$ cat src/foil_pkg.sv
// Shared constants, types and helpers for the fourth-order bidirectional IIR line.
// Used by foil_mac and fourth_order_bidirectional_iir_line; no dependencies.
package foil_pkg;

  localparam int MAX_LINE        = 256;
  localparam int ADDR_W          = $clog2(MAX_LINE);
  localparam int CNT_W           = ADDR_W + 1;
  localparam int COEFF_FRAC_BITS = 12;
  localparam int COEFF_W         = 16;
  localparam int SAMPLE_WIDTH    = 16;
  localparam int REC_WIDTH       = 40;
  localparam int OP_W            = REC_WIDTH + 1;
  localparam int PROD_W          = COEFF_W + OP_W;
  localparam int ACC_W           = 64;
  localparam int CFG_W           = 64;
  localparam int CFG_IDX_W       = 3;
  localparam int MIN_LINE        = 4;

  // Configuration register indexes
  localparam logic [CFG_IDX_W-1:0] CFG_CAUSAL_FF     = 3'd0;
  localparam logic [CFG_IDX_W-1:0] CFG_FEEDBACK      = 3'd1;
  localparam logic [CFG_IDX_W-1:0] CFG_ANTI_FF       = 3'd2;
  localparam logic [CFG_IDX_W-1:0] CFG_CAUSAL_BORDER = 3'd3;
  localparam logic [CFG_IDX_W-1:0] CFG_ANTI_BORDER   = 3'd4;
  localparam logic [CFG_IDX_W-1:0] CFG_GAIN          = 3'd5;

  localparam logic [COEFF_W-1:0] GAIN_RESET = COEFF_W'(1 << COEFF_FRAC_BITS);

  // Item kinds
  localparam logic KIND_LOAD = 1'b0;
  localparam logic KIND_READ = 1'b1;

  // Control of the shared multiply-accumulate unit
  typedef struct packed {
    logic en;
    logic first;
    logic sub;
  } mac_ctl_t;

  // Pick one packed coefficient out of a 64-bit register
  function automatic logic signed [COEFF_W-1:0] tap(input logic [CFG_W-1:0] word,
                                                    input logic [1:0] k);
    tap = word[COEFF_W*k +: COEFF_W];
  endfunction

endpackage

$ cat src/foil_mac.sv
// Shared signed multiply-accumulate unit: registered product, then accumulator.
// Depends on foil_pkg.
module foil_mac (
  input  logic                                 clk,
  input  logic                                 rst,
  input  foil_pkg::mac_ctl_t                   ctl,
  input  logic signed [foil_pkg::COEFF_W-1:0]  coeff,
  input  logic signed [foil_pkg::OP_W-1:0]     operand,
  output logic signed [foil_pkg::ACC_W-1:0]    acc
);

  logic                                 prod_valid;
  logic                                 prod_first;
  logic                                 prod_sub;
  logic signed [foil_pkg::PROD_W-1:0]   prod;
  logic signed [foil_pkg::ACC_W-1:0]    base;
  logic signed [foil_pkg::ACC_W-1:0]    prod_ext;

  // Register the product and its control
  always_ff @(posedge clk) begin
    if (rst) begin
      prod_valid <= 1'b0;
    end else begin
      prod_valid <= ctl.en;
    end
    prod_first <= ctl.first;
    prod_sub   <= ctl.sub;
    prod       <= coeff * operand;
  end

  assign base     = prod_first ? '0 : acc;
  assign prod_ext = foil_pkg::ACC_W'(prod);

  // Add or subtract the product into the accumulator
  always_ff @(posedge clk) begin
    if (prod_valid) begin
      acc <= prod_sub ? (base - prod_ext) : (base + prod_ext);
    end
  end

endmodule

$ cat config.mk
export PLATFORM = sky130hd
export DESIGN_NAME = foil_mac
export DESIGN_NICKNAME = d
export VERILOG_FILES = /design/src/foil_pkg.sv /design/src/foil_mac.sv
export SDC_FILE = /design/constraint.sdc
export NUM_CORES = 2
export LEC_CHECK = 0
export BUFFER_PORTS_ARGS = -buffer_cell sky130_fd_sc_hd__buf_2
export CAP_MARGIN = 20
export CORE_ASPECT_RATIO = 0.75
export CORE_MARGIN = 1
export CORE_UTILIZATION = 24
export DETAILED_ROUTE_END_ITERATION = 7
export SKIP_LAST_GASP = 1
export SYNTH_ARGS = -nofsm -noshare
export SYNTH_HDL_FRONTEND = slang
export SYNTH_SLANG_ARGS = --single-unit
$ cat constraint.sdc
create_clock -name clk -period 7.8 [get_ports clk]
set_input_delay 1.56 -clock clk [delete_from_list [all_inputs] [get_ports clk]]
set_output_delay 1.56 -clock clk [all_outputs]
set_load 0.01 [all_outputs]
==> qor.log <==
[outcome] result of the run finished clean
[finish] final net count 4656
[synthesis] total of warnings raised by yosys 0
[synthesis] gate count after technology mapping 3632
[detailed_routing] remaining antenna violation count 0
[worst_setup_path] maximum net fanout on the critical path 11
[timing] post-layout minimum cycle time 7.51 ns
[grt] routing usage on met1 19.7%
[grt] global-route track usage on met2 22.8%
[detailed_routing] via-per-instance ratio 4.44
[clock_network] number of buffers inserted to repair setup after CTS 0
[finish] most common library cell in the layout ignoring fill and taps sky130_fd_sc_hd__inv_1
[place] Detailed Place HPWL 76.6 mm
[worst_setup_path] kind of launch point of the worst setup path input pin
[timing] worst hold slack 0.806 ns
[die] die width 419 um
[timing] unrepaired setup endpoints after global routing no
[die] Total Die Area 132000 sq um
[synthesis] FF+latch count, synth 124
[clock_network] Max clock buf depth 2
[detailed_routing] drt initial violations 1746
[die] top-level I/O count 126
[worst_setup_path] arrival time of the worst setup path 7.89 ns
[timing] share of the clock period used by the worst path 96.3%
[detailed_routing] router iterations before antenna repair 6
[synthesis] post-synthesis instance area 31400 sq um
[detailed_routing] DR WL/cell 16.3 um
[run] maxcap violations 0
[synthesis] async set-or-reset flop fraction in the synthesized netlist 0%
[grt] GRT Overall Usage 14.2%
[clock_network] Clock Sink Count 124
[finish] layout overhead on the synthesized area 13.6%
[clock_network] number of buffers added to fix hold violations after cts 0
[synthesis] number of distinct library cells after synthesis 81
[clock_network] Inserted Clock Buffers 17
[timing] final worst clock skew 0.0156 ns
[die] vertical extent of the die 315 um
[place] routability congestion estimate from global placement 0.887
[timing] Least-Margin Pin Slew 0.970 ns
[grt] global routing met3 resource utilization 3.07%
[detailed_routing] DRT Wirelength 90.3 mm
[synthesis] portion of the post-synthesis area used by sequential elements 9.95%
[die] row cnt 114
[place] number of I/O port buffers 125
[timing] Rel. slew slack 35.4%
[worst_setup_path] Worst Setup End Kind flip-flop
[grt] global-route wire length before repair 148 mm
[grt] vias in the first global route 26400
[synthesis] average cell area after synthesis 8.64 sq um
[synthesis] Post-Synthesis Net Count 4503
[die] Starting Density 24.3%
[grt] pin count of the biggest net entering global routing 65
[grt] initial antenna violation count 8
[timing] final number of max-transition violations 0
[finish] final instance count without filler cells 5540
[timing] total setup violations reported at the end of the flow 0
[grt] Congestion Overflow GR 0
[detailed_routing] post-detailed-route DRC marker count 0
[synthesis] Primary FF master, synth sky130_fd_sc_hd__edfxtp_1
[clock_network] CTS tree yes
[hold_path] min-delay worst type reg2reg
[die] area inside the core boundary 129000 sq um
[clock_network] latest clock arrival within the worst-skew pair 0.44 ns
[timing] Final Hold Fails 0
[clock_network] Clock Tree Root sky130_fd_sc_hd__clkbuf_16
[finish] highest-count cells in the layout ignoring fill and taps sky130_fd_sc_hd__inv_1 (773), sky130_fd_sc_hd__fa_1 (613), sky130_fd_sc_hd__nand2_1 (505)
[finish] # fillers 13900
[detailed_routing] Via Count 24600
[synthesis] number of synthesized flops with an enable pin 64
[clock_network] clock transition at the registers of the reported paths 0.07 ns
[grt] layer with the highest usage met2
[clock_network] H-tree depth reported by CTS 4
[timing] maximum clock rate 0.133 GHz
[finish] fraction of final layout cells sized beyond drive strength 1 9.48%
[place] placed cells 5506
[clock_network] total of cells resized after clock tree synthesis 0
[worst_setup_path] crit path kind in2reg
[worst_setup_path] data required time of the worst path 8.18 ns
==> registers in the layout, summed over array words and instances, names as in the netlist <==
signal and count:
acc 64, prod_sub 1, prod 57, prod_first 1
prod_valid 1
==> Yosys cell counts, types with 5 or more instances <==
master                     number  area share, %
sky130_fd_sc_hd__o21ai_1        8           0.13
sky130_fd_sc_hd__a21oi_1      160            2.6
sky130_fd_sc_hd__a31oi_1       21           0.42
sky130_fd_sc_hd__clkbuf_1     147            1.8
sky130_fd_sc_hd__nand3_1       33           0.53
sky130_fd_sc_hd__edfxtp_1      64            6.1
sky130_fd_sc_hd__buf_2          8           0.13
sky130_fd_sc_hd__o21a_1        10           0.24
sky130_fd_sc_hd__inv_1        773            9.2
sky130_fd_sc_hd__xor2_1        47            1.3
sky130_fd_sc_hd__and3_1        19           0.38
sky130_fd_sc_hd__nand2_1      505            6.0
sky130_fd_sc_hd__nand2b_1      20           0.40
sky130_fd_sc_hd__xnor2_1      128            3.6
sky130_fd_sc_hd__a211oi_1       9           0.22
sky130_fd_sc_hd__buf_1          5          0.060
sky130_fd_sc_hd__mux2i_1        6           0.19
sky130_fd_sc_hd__fa_1         613             39
sky130_fd_sc_hd__dfxtp_1       60            3.8
sky130_fd_sc_hd__nor3_1        31           0.49
sky130_fd_sc_hd__a21o_1        73            1.7
sky130_fd_sc_hd__a41oi_1        6           0.17
sky130_fd_sc_hd__or3_1          5           0.10
sky130_fd_sc_hd__nand4_1       19           0.38
sky130_fd_sc_hd__o211ai_1      13           0.31
sky130_fd_sc_hd__nor4_1         7           0.14
sky130_fd_sc_hd__ha_1         196            7.8
sky130_fd_sc_hd__nor2_1       152            1.8
sky130_fd_sc_hd__nor2b_1       79            1.6
sky130_fd_sc_hd__o21ai_0       77            1.2
sky130_fd_sc_hd__o21bai_1      16           0.38
sky130_fd_sc_hd__o31ai_1        7           0.17
sky130_fd_sc_hd__o221ai_1       7           0.20
sky130_fd_sc_hd__and2_1       219            4.4
==> worst max-delay path, cell delays in order <==
cell and delay, ns:
sky130_fd_sc_hd__buf_2 0.27, sky130_fd_sc_hd__nand2_1 0.13, sky130_fd_sc_hd__fa_1 0.55, sky130_fd_sc_hd__inv_1 0.05, sky130_fd_sc_hd__fa_1 0.50, sky130_fd_sc_hd__inv_1 0.05
sky130_fd_sc_hd__fa_1 0.53, sky130_fd_sc_hd__inv_1 0.06, sky130_fd_sc_hd__fa_1 0.51, sky130_fd_sc_hd__fa_1 0.51, sky130_fd_sc_hd__inv_1 0.05, sky130_fd_sc_hd__fa_1 0.47
sky130_fd_sc_hd__inv_1 0.04, sky130_fd_sc_hd__ha_1 0.32, sky130_fd_sc_hd__nand3_1 0.13, sky130_fd_sc_hd__nor2_1 0.17, sky130_fd_sc_hd__nand2_1 0.09, sky130_fd_sc_hd__buf_4 0.14
sky130_fd_sc_hd__o211ai_2 0.40, sky130_fd_sc_hd__a21oi_1 0.25, sky130_fd_sc_hd__a211oi_2 0.46, sky130_fd_sc_hd__a21oi_1 0.20, sky130_fd_sc_hd__a21oi_1 0.29, sky130_fd_sc_hd__xnor2_1 0.15
==> through the flow <==
| stage | setup TNS, ns | cell area [sq um] | util (%) | setup WS, ns |
|---|---|---|---|---|
| 2_1_floorplan | 0 | 31400 | - | 0.418 |
| 3_3_place_gp | 0 | 35100 | 27.2 | 0.00673 |
| 3_5_place_dp | -0.0817 | 35100 | 27.2 | -0.0376 |
| 5_1_grt | 0 | 35700 | 27.6 | 0.0487 |
| 6_report | 0 | 35700 | 27.6 | 0.287 |
| 4_1_cts | 0 | 35600 | 27.6 | 0.427 |
==> worst paths after layout <==
check | startpoint | endpoint | slack (ns) | cells past startpoint
max | operand[7] | prod[54]$_DFF_P_ | 0.29 | 24
min | acc[0]$_DFFE_PP_ | acc[0]$_DFFE_PP_ | 0.81 | 3
max reg2reg | prod[9]$_DFF_P_ | acc[58]$_DFFE_PP_ | 2.46 | 17
min reg2reg | acc[0]$_DFFE_PP_ | acc[0]$_DFFE_PP_ | 0.81 | 3
==> area by class of cell <==
| class | instances | area, sq um | share of cell area (%) |
|---|---|---|---|
| Clock buffer | 23 | 500 | 1.40 |
| Sequential cell | 124 | 3130 | 8.77 |
| Clock inverter | 9 | 53.8 | 0.151 |
| Antenna cell | 2 | 5.00 | 0.0140 |
| Inverter | 773 | 2900 | 8.14 |
| Tap cell | 1740 | 2180 | 6.11 |
| Multi-Input combinational cell | 2574 | 24700 | 69.4 |
| Timing Repair Buffer | 295 | 2150 | 6.04 |
==> per-layer routing <==
layer / vias to the layer above / share of wire (%)
met5: - / 0
met4: 0 / 1.7
met3: 89 / 7.8
met2: 788 / 45
met1: 12300 / 46
li1: 11400 / -
==> cell families (layout without fill, tap and decap cells) <==
logic type               Yosys count  count (layout)  share of synthesized area, %
AND/OR/NAND/NOR                 1120            1120                          17.1
buffers and inverters            934            1100                          11.2
adder cells (fa/ha/maj)          809             809                          46.9
AO/OA/AOI/OAI                    464             464                          9.77
XOR/XNOR                         175             175                          4.89
flip-flops                       124             124                          9.95
multiplexers                       6               6                         0.191
other                              0               2                             0
Power is left out: the tool's default activity adds up to more than one toggle a clock period on the data nets, which glitch-free logic cannot reach.
